## src/rtl/core/rrt_pkg.sv

```systemverilog
// Shared types, character codes and helpers for the request tokenizer.
// No dependencies; imported by rrt_num_line and resp_request_tokenizer.
package rrt_pkg;

    localparam int COUNT_BITS_DEF = 31;

    localparam logic [7:0] CH_STAR   = 8'h2A;
    localparam logic [7:0] CH_DOLLAR = 8'h24;
    localparam logic [7:0] CH_CR     = 8'h0D;
    localparam logic [7:0] CH_LF     = 8'h0A;
    localparam logic [7:0] CH_TAB    = 8'h09;
    localparam logic [7:0] CH_SPACE  = 8'h20;
    localparam logic [7:0] CH_PLUS   = 8'h2B;
    localparam logic [7:0] CH_MINUS  = 8'h2D;
    localparam logic [7:0] CH_ZERO   = 8'h30;
    localparam logic [7:0] CH_NINE   = 8'h39;

    // Bytes dropped after each bulk payload (its CR LF, not checked).
    localparam logic [1:0] SKIP_BYTES = 2'd2;

    // Position inside a count or length line.
    typedef enum logic [1:0] {
        SUB_LEAD,
        SUB_SIGN,
        SUB_DIG,
        SUB_JUNK
    } t_sub;

    typedef struct packed {
        logic cr_seen;
        logic negative;
        logic digits;
    } t_line_flags;

    typedef struct packed {
        logic done;   // CR LF closed the line on this byte
        logic bad;    // no digits, or value out of range
        logic zero;   // magnitude is zero
    } t_line_stat;

    function automatic logic is_ws(input logic [7:0] c);
        return (c == CH_SPACE) || ((c >= CH_TAB) && (c <= CH_CR));
    endfunction

endpackage

```

## src/rtl/core/rrt_num_line.sv

```systemverilog
// Decimal line reader: one byte of a count or length line per call.
// Depends on rrt_pkg for character codes, t_sub and the flag structs.
module rrt_num_line import rrt_pkg::*; #(
    parameter int COUNT_BITS = COUNT_BITS_DEF
) (
    input  logic [7:0]          i_byte,
    input  t_sub                i_sub,
    input  t_line_flags         i_flags,
    input  logic [COUNT_BITS:0] i_value,
    output t_sub                o_sub,
    output t_line_flags         o_flags,
    output logic [COUNT_BITS:0] o_value,
    output t_line_stat          o_stat
);

    localparam int VAL_W  = COUNT_BITS + 1;
    localparam int PROD_W = VAL_W + 3;

    // Magnitude saturates one past the most negative legal value.
    localparam logic [VAL_W-1:0] MagCap   = {1'b1, {(COUNT_BITS-1){1'b0}}, 1'b1};
    localparam logic [VAL_W-1:0] PosLimit = {1'b0, {COUNT_BITS{1'b1}}};
    localparam logic [VAL_W-1:0] NegLimit = {1'b1, {COUNT_BITS{1'b0}}};

    logic              feed_en;
    t_sub              feed_sub;
    logic              is_digit;
    logic [PROD_W-1:0] prod;

    assign is_digit = (i_byte >= CH_ZERO) && (i_byte <= CH_NINE);
    assign prod = {i_value, 3'b000} + {2'b00, i_value, 1'b0}
                + {{(PROD_W-4){1'b0}}, i_byte[3:0]};

    always_comb begin
        feed_en          = 1'b0;
        feed_sub         = i_sub;
        o_flags          = i_flags;
        o_value          = i_value;
        o_sub            = i_sub;
        o_stat.done      = 1'b0;
        o_stat.bad       = !i_flags.digits
                         || (i_flags.negative ? (i_value > NegLimit) : (i_value > PosLimit));
        o_stat.zero      = (i_value == '0);

        if (i_flags.cr_seen) begin
            if (i_byte == CH_LF) begin
                o_stat.done     = 1'b1;
                o_flags.cr_seen = 1'b0;
            end else begin
                // The held CR was an ordinary character after all.
                feed_sub = (i_sub == SUB_LEAD) ? SUB_LEAD : SUB_JUNK;
                if (i_byte != CH_CR) begin
                    o_flags.cr_seen = 1'b0;
                    feed_en         = 1'b1;
                end
            end
        end else if (i_byte == CH_CR) begin
            o_flags.cr_seen = 1'b1;
        end else begin
            feed_en = 1'b1;
        end

        if (!o_stat.done) begin
            o_sub = feed_sub;
        end
        if (feed_en) begin
            if (is_digit && (feed_sub != SUB_JUNK)) begin
                o_sub          = SUB_DIG;
                o_flags.digits = 1'b1;
                if (prod > {3'b000, MagCap}) begin
                    o_value = MagCap;
                end else begin
                    o_value = prod[VAL_W-1:0];
                end
            end else if ((feed_sub == SUB_LEAD) && is_ws(i_byte)) begin
                o_sub = SUB_LEAD;
            end else if ((feed_sub == SUB_LEAD) && (i_byte == CH_PLUS)) begin
                o_sub = SUB_SIGN;
            end else if ((feed_sub == SUB_LEAD) && (i_byte == CH_MINUS)) begin
                o_sub            = SUB_SIGN;
                o_flags.negative = 1'b1;
            end else begin
                o_sub = SUB_JUNK;
            end
        end
    end

endmodule

```

## src/rtl/core/resp_request_tokenizer.sv

```systemverilog
// Top level of the request tokenizer: parse state, result register, handshakes.
// Depends on rrt_pkg and rrt_num_line.
//
//   channel   direction  handshake            payload
//   input     in         i_valid / o_ready    i_data_byte, i_end_of_message
//   result    out        o_valid / i_ready    o_token_byte .. o_parse_error
//
// While o_ready is high one byte is taken per cycle, giving zero or one result.
// The per-byte cost is one decimal multiply-by-ten, saturate and compare.
// o_ready is high while the result register is empty or being taken this cycle.
// Reset (synchronous, active low) clears all parse state and the result valid.
// A stalled result holds its register; no input beat is taken until it leaves.
module resp_request_tokenizer import rrt_pkg::*; #(
    parameter int COUNT_BITS = COUNT_BITS_DEF
) (
    input  logic       i_clk,
    input  logic       i_rst_n,
    input  logic       i_valid,
    output logic       o_ready,
    input  logic [7:0] i_data_byte,
    input  logic       i_end_of_message,
    output logic       o_valid,
    input  logic       i_ready,
    output logic [7:0] o_token_byte,
    output logic       o_byte_valid,
    output logic       o_token_first,
    output logic       o_token_last,
    output logic       o_token_abort,
    output logic       o_message_done,
    output logic       o_parse_error
);

    typedef enum logic [2:0] {
        PH_IDLE,
        PH_PLAIN,
        PH_CNT,
        PH_DOLLAR,
        PH_LEN,
        PH_PAYLOAD,
        PH_SKIP,
        PH_STOP
    } t_phase;

    t_phase                r_phase, n_phase;
    t_sub                  r_sub, n_sub;
    t_line_flags           r_flags, n_flags;
    logic [COUNT_BITS:0]   r_value, n_value;
    logic [COUNT_BITS-1:0] r_elements, n_elements;
    logic [COUNT_BITS-1:0] r_payload, n_payload;
    logic [1:0]            r_skip, n_skip;
    logic                  r_token_open, n_token_open;
    logic                  r_error, n_error;

    logic                  r_out_valid;
    logic [7:0]            r_byte;
    logic                  r_bvalid, r_first, r_last, r_abort, r_done, r_perr;

    logic       accept;
    logic       have, res_bvalid, res_first, res_last, res_abort;
    logic [7:0] res_byte;
    logic       c_ws;

    t_sub                line_sub;
    t_line_flags         line_flags;
    logic [COUNT_BITS:0] line_value;
    t_line_stat          line_stat;

    rrt_num_line #(
        .COUNT_BITS (COUNT_BITS)
    ) u_num_line (
        .i_byte  (i_data_byte),
        .i_sub   (r_sub),
        .i_flags (r_flags),
        .i_value (r_value),
        .o_sub   (line_sub),
        .o_flags (line_flags),
        .o_value (line_value),
        .o_stat  (line_stat)
    );

    assign o_ready = !r_out_valid || i_ready;
    assign accept  = i_valid && o_ready;
    assign c_ws    = is_ws(i_data_byte);

    always_comb begin
        n_phase      = r_phase;
        n_sub        = r_sub;
        n_flags      = r_flags;
        n_value      = r_value;
        n_elements   = r_elements;
        n_payload    = r_payload;
        n_skip       = r_skip;
        n_token_open = r_token_open;
        n_error      = r_error;
        have         = 1'b0;
        res_byte     = 8'h00;
        res_bvalid   = 1'b0;
        res_first    = 1'b0;
        res_last     = 1'b0;
        res_abort    = 1'b0;

        unique case (r_phase)
            PH_IDLE, PH_PLAIN: begin
                if ((r_phase == PH_IDLE) && (i_data_byte == CH_STAR)) begin
                    n_phase = PH_CNT;
                    n_sub   = SUB_LEAD;
                    n_flags = '0;
                    n_value = '0;
                end else begin
                    n_phase = PH_PLAIN;
                    if (c_ws) begin
                        if (r_token_open) begin
                            have         = 1'b1;
                            res_last     = 1'b1;
                            n_token_open = 1'b0;
                        end
                    end else begin
                        have         = 1'b1;
                        res_byte     = i_data_byte;
                        res_bvalid   = 1'b1;
                        res_first    = !r_token_open;
                        res_last     = i_end_of_message;
                        n_token_open = 1'b1;
                    end
                end
            end
            PH_CNT: begin
                n_sub   = line_sub;
                n_flags = line_flags;
                n_value = line_value;
                if (line_stat.done) begin
                    if (line_stat.bad) begin
                        n_error = 1'b1;
                        n_phase = PH_STOP;
                    end else if (r_flags.negative || line_stat.zero) begin
                        n_phase = PH_STOP;
                    end else begin
                        n_elements = r_value[COUNT_BITS-1:0];
                        n_phase    = PH_DOLLAR;
                    end
                end
            end
            PH_DOLLAR: begin
                if (i_data_byte == CH_DOLLAR) begin
                    n_phase = PH_LEN;
                    n_sub   = SUB_LEAD;
                    n_flags = '0;
                    n_value = '0;
                end else begin
                    n_phase = PH_STOP;
                end
            end
            PH_LEN: begin
                n_sub   = line_sub;
                n_flags = line_flags;
                n_value = line_value;
                if (line_stat.done) begin
                    if (line_stat.bad) begin
                        n_error = 1'b1;
                        n_phase = PH_STOP;
                    end else if (r_flags.negative && !line_stat.zero) begin
                        n_phase = PH_STOP;
                    end else if (line_stat.zero) begin
                        // Empty bulk string: a marker-only token.
                        have      = 1'b1;
                        res_first = 1'b1;
                        res_last  = 1'b1;
                        if (r_elements != '0) begin
                            n_elements = r_elements - 1'b1;
                        end
                        n_skip  = SKIP_BYTES;
                        n_phase = PH_SKIP;
                    end else begin
                        n_payload    = r_value[COUNT_BITS-1:0];
                        n_token_open = 1'b0;
                        n_phase      = PH_PAYLOAD;
                    end
                end
            end
            PH_PAYLOAD: begin
                have = 1'b1;
                if (i_end_of_message && (r_payload > 1)) begin
                    res_abort    = r_token_open;
                    n_token_open = 1'b0;
                end else begin
                    res_byte     = i_data_byte;
                    res_bvalid   = 1'b1;
                    res_first    = !r_token_open;
                    res_last     = (r_payload <= 1);
                    n_token_open = 1'b1;
                    if (r_payload != '0) begin
                        n_payload = r_payload - 1'b1;
                    end
                    if (r_payload <= 1) begin
                        n_token_open = 1'b0;
                        if (r_elements != '0) begin
                            n_elements = r_elements - 1'b1;
                        end
                        n_skip  = SKIP_BYTES;
                        n_phase = PH_SKIP;
                    end
                end
            end
            PH_SKIP: begin
                if (r_skip != 2'd0) begin
                    n_skip = r_skip - 2'd1;
                end
                if (r_skip <= 2'd1) begin
                    n_phase = (r_elements != '0) ? PH_DOLLAR : PH_STOP;
                end
            end
            PH_STOP: begin
                // Rest of the message is ignored.
            end
            default: begin
                n_phase = PH_STOP;
            end
        endcase

        if (i_end_of_message) begin
            have         = 1'b1;
            n_phase      = PH_IDLE;
            n_sub        = SUB_LEAD;
            n_flags      = '0;
            n_value      = '0;
            n_elements   = '0;
            n_payload    = '0;
            n_skip       = 2'd0;
            n_token_open = 1'b0;
            n_error      = 1'b0;
        end
    end

    always_ff @(posedge i_clk) begin
        if (!i_rst_n) begin
            r_phase      <= PH_IDLE;
            r_sub        <= SUB_LEAD;
            r_flags      <= '0;
            r_value      <= '0;
            r_elements   <= '0;
            r_payload    <= '0;
            r_skip       <= 2'd0;
            r_token_open <= 1'b0;
            r_error      <= 1'b0;
            r_out_valid  <= 1'b0;
        end else begin
            if (accept) begin
                r_phase      <= n_phase;
                r_sub        <= n_sub;
                r_flags      <= n_flags;
                r_value      <= n_value;
                r_elements   <= n_elements;
                r_payload    <= n_payload;
                r_skip       <= n_skip;
                r_token_open <= n_token_open;
                r_error      <= n_error;
                r_out_valid  <= have;
            end else if (i_ready) begin
                r_out_valid <= 1'b0;
            end
        end
    end

    // Result beat payload; the error flag is the one left after this byte's update.
    always_ff @(posedge i_clk) begin
        if (accept && have) begin
            r_byte   <= res_byte;
            r_bvalid <= res_bvalid;
            r_first  <= res_first;
            r_last   <= res_last;
            r_abort  <= res_abort;
            r_done   <= i_end_of_message;
            r_perr   <= i_end_of_message && (r_error || (
                            ((r_phase == PH_CNT) || (r_phase == PH_LEN))
                            && line_stat.done && line_stat.bad));
        end
    end

    assign o_valid        = r_out_valid;
    assign o_token_byte   = r_byte;
    assign o_byte_valid   = r_bvalid;
    assign o_token_first  = r_first;
    assign o_token_last   = r_last;
    assign o_token_abort  = r_abort;
    assign o_message_done = r_done;
    assign o_parse_error  = r_perr;

endmodule

```

## config.mk

```make
export PLATFORM = sky130hd
export DESIGN_NAME = resp_request_tokenizer
export DESIGN_NICKNAME = d
export VERILOG_FILES = /design/src/rtl/core/rrt_pkg.sv /design/src/rtl/core/rrt_num_line.sv /design/src/rtl/core/resp_request_tokenizer.sv
export SDC_FILE = /design/constraint.sdc
export NUM_CORES = 1
export LEC_CHECK = 0
export BUFFER_PORTS_ARGS = -buffer_cell sky130_fd_sc_hd__buf_4
export CAP_MARGIN = 20
export CORE_MARGIN = 1
export CORE_UTILIZATION = 58
export DETAILED_ROUTE_END_ITERATION = 16
export PLACE_DENSITY = 0.76
export SLEW_MARGIN = 15
export SYNTH_ARGS = -nofsm -noshare
export SYNTH_HDL_FRONTEND = slang
export SYNTH_SLANG_ARGS = --single-unit
```

## constraint.sdc

```tcl
create_clock -name i_clk -period 5 [get_ports i_clk]
set_input_delay 1.5 -clock i_clk [delete_from_list [all_inputs] [get_ports i_clk]]
set_output_delay 1.5 -clock i_clk [all_outputs]
set_load 0.01 [all_outputs]
```

==> flow_metrics.py <==
metrics = {
    "cells_and_area": {
        "antenna_cells": 0,
        "areaGrowthSynthToFinish_pct": 14.9,
        "num-nets-final": 1366,
        "multi_input_area_um2": 6610,
        "drive_above_1_share_pct": 15.7,
        "final-seq-area_um2": 2560,
        "num-fill-cells": 1354,
        "fin_area_um2": 11000,
        "fin_cells": 1512,
    },
    "sta": {
        "clock_skew_ps": 10.7,
        "tns_ps": 0,
        "slew_headroom_pct": 32.4,
        "setup_viol": 0,
        "slew_violations": 0,
        "clock.fmax_mhz": 204,
        "fin_ws_ps": 99.7,
        "finalHoldViolCount": 0,
        "tightest_slew_ps": 1010,
        "period_minus_slack_ps": 4900,
        "fin_crit_sh_pct": 98.0,
    },
    "yosys": {
        "syn_area_um2": 9560,
        "synthAdderAreaFrac_pct": 9.43,
        "yosys.area_share.simple_pct": 24.6,
        "syn_nets": 1323,
        "ys.flop_type": "dfxtp_1",
        "synth-seq-cells": 121,
        "synthMuxAreaShare_pct": 0.537,
        "seq_area_frac_synth_pct": 26.8,
        "synth_compound_area_share_pct": 30.0,
        "synth.top_cell.area_share_pct": 22.4,
        "avgSynthCellArea_um2": 7.71,
        "syn_inst": 1240,
        "ys_types": 84,
        "synth-xor-area-share_pct": 3.57,
        "synth_top_family_by_area": "compound AO/OA/AOI/OAI gates",
        "yosys.area.top_type": "dfxtp_1",
        "synth-edff-count": 14,
        "yosysWarnings": 0,
        "async_reset_ff_share_pct": 0,
        "synth_area_leaders": "dfxtp_1 (22%), ha_1 (8.9%), a21oi_1 (6.7%)",
    },
    "die": {
        "die_x_um": 130,
        "core_um2": 16000,
        "pin_count": 29,
        "rows": 46,
        "start_util_pct": 59.7,
        "fp.dieH_um": 130,
        "die_area_um2": 17000,
    },
    "route": {
        "drtAntennaViolNets": 0,
        "firstDrtPassIters": 5,
        "drcViolationCount": 0,
        "via_per_inst": 6.70,
        "vias": 10136,
        "routed_wl_mm": 29.7,
        "wl_per_cell_um": 19.7,
        "drt_first_iter_violations": 924,
    },
    "global_routing": {
        "grt_pass1_wl_mm": 47.1,
        "track_usage_pct": 35.6,
        "antenna_found_initial": 0,
        "grt_pass1_vias": 9256,
        "grt_max_degree": 55,
        "overflow": 0,
    },
    "power_and_ir_drop": {
        "p_per_area_nw_per_um2": 229,
        "leakage_nw": 4.56,
        "ir_drop_v": 0.000174,
        "p_total_mw": 2.51,
    },
    "outcome": {
        "run_status": "completed",
    },
    "clock_network": {
        "cts_buffers": 17,
        "clkSlewWorstSetupHoldPaths_ps": 50,
        "cts.sinks": 121,
        "cts_tree": "yes",
        "clk_latency_ps": 430,
        "hold_buffers": 0,
        "cts-root-buf": "clkbuf_16",
        "ctsHtreeMaxLevel": 4,
        "cts_buffer_depth": 2,
    },
    "worst_setup_path": {
        "arrival_ps": 5230,
        "path_max_fanout": 5,
        "crit_path_end_kind": "register",
        "cpMostUsedCell": "buf_4",
        "critPathKind": "input pin to register",
        "cp_slowest_stage_delay_ps": 570,
        "crit_required_ps": 5330,
        "crit_path_start_kind": "input pin",
        "crit_path_cell_trace": "buf_4 > inv_2 > fa_2 > inv_1 > ha_1 > a21o_1 > nand4_1 > a2111oi_2 > nor3_1 > xnor2_1 > nor4b_1 > nand4_1 > o31a_1 > buf_4 > buf_4 > o41ai_4",
        "slowest_stage": "fa_2",
    },
    "place": {
        "post-place-ws_ps": -488,
        "hpwl_mm": 20.8,
        "dp.cells": 1473,
        "placed_area_um2": 10300,
        "port_buffers": 28,
        "place.gp.congestion": 0.967,
    },
    "flow_run": {
        "max_cap_violations": 0,
    },
    "worst_hold_path": {
        "min-delay-path-class": "register to register",
    },
}
## state kept, by name, summed over array words and instances, names as in the netlist
name / flops
o_byte_valid: 1
o_message_done: 1
o_parse_error: 1
o_token_abort: 1
o_token_byte: 8
o_token_first: 1
o_token_last: 1
o_valid: 1
r_elements: 31
r_error: 1
r_flags: 3
r_payload: 31
r_phase: 3
r_skip: 2
r_sub: 2
r_token_open: 1
r_value: 32
## final timing paths
path / start / end / slack, ps / depth (start not counted)
worst max-delay path: i_data_byte[3] / r_value[25] / 100 / 16
worst min-delay path: r_skip[1] / r_skip[1] / 470 / 2
worst max register to register: r_value[8] / r_value[25] / 650 / 13
worst min register to register: r_skip[1] / r_skip[1] / 470 / 2
## synthesized netlist by cell type (5+ instances only)
cell         n
a21boi_1    14
ha_1        68
or2_2        6
o21ai_0     72
a2111oi_0    7
o22ai_1      8
o211ai_1    17
nor3b_1      5
nand2_1    119
a21oi_1    128
or3_1       22
buf_2       12
clkbuf_1    62
nor2_1     123
nor4_1      18
nor2b_1     12
a41oi_1      5
a211o_1      5
xor2_1       9
a31oi_1     24
buf_1        7
edfxtp_1    14
and2_1      19
and3_1       8
a211oi_1     8
nand2b_1     7
nor3_1      41
o21a_1      10
or4_1        8
o31ai_1     15
o221a_2     20
a21o_1      17
nand3_1     22
o41ai_1     23
dfxtp_1    107
nand4_1     24
buf_6        5
inv_1       27
o21bai_1     6
xnor2_1     30
## metrics by stage
stage | hold WS, ps | util (%)
after CTS | 471 | 68.0
after global placement | 448 | 64.1
after floorplan | 436 | -
after global routing | 494 | 68.6
final | 465 | 68.6
after detailed placement | 461 | 64.1
## power by group
part / total (mW) / switching (mW) / internal, mW
Clock: 1.23 / 0.458 / 0.775
Combinational: 0.251 / 0.155 / 0.0960
Sequential: 1.03 / 0.0205 / 1.00
## cell type report
type                       instances  area share [%]
multi-input combinational       1004            60.2
sequential                       121            23.3
timing repair buffer             111            7.70
clock buffer                      18            3.91
tap                              216            2.46
clock inverter                    14            1.42
inverter                          28           0.957
## cells in the final DEF (no fill, tap or decap), types with 22 or more instances in the layout
| cell | Yosys | final |
|---|---|---|
| or3_1 | 22 | 22 |
| dfxtp_1 | 107 | 107 |
| nand2_1 | 119 | 119 |
| inv_1 | 27 | 26 |
| ha_1 | 68 | 68 |
| buf_4 | 1 | 110 |
| nand4_1 | 24 | 24 |
| a21oi_1 | 128 | 126 |
| o21ai_0 | 72 | 71 |
| nor2_1 | 123 | 122 |
| a31oi_1 | 24 | 24 |
| nand3_1 | 22 | 22 |
| nor3_1 | 41 | 41 |
| xnor2_1 | 30 | 30 |
## logic make-up (layout without fill, tap and decap cells)
logic type	after synthesis	in the layout
AO/OA/AOI/OAI	426	426
multiplexers	5	5
XOR/XNOR	39	39
adder cells (fa/ha/maj)	71	71
flip-flops	121	121
AND/OR/NAND/NOR	463	463
buffers and inverters	115	171
## routing by layer
| metal | part of all wire [%] | global-route usage [%] |
|---|---|---|
| met1 | 42 | 45.4 |
| met2 | 46 | 58.3 |
| met3 | 8.1 | 5.82 |
| met4 | 4.0 | 17.7 |
| met5 | 0 | 0 |
## repair_timing
action,CTS,global route
endpoints found under the setup margin,13,31
resized for setup,3,16
pin swaps,1,5
buffers inserted,3,4
## critical path, delay by kind of cell
kind | cells | cell delay (ps)
xor gates and xnor gates | 1 | 180
adders and majority gates | 2 | 850
AOI/OAI and AO/OA | 4 | 1290
and+or+nand+nor | 4 | 910
buffers and inverters | 5 | 510
(Power assumes the default switching activity.)
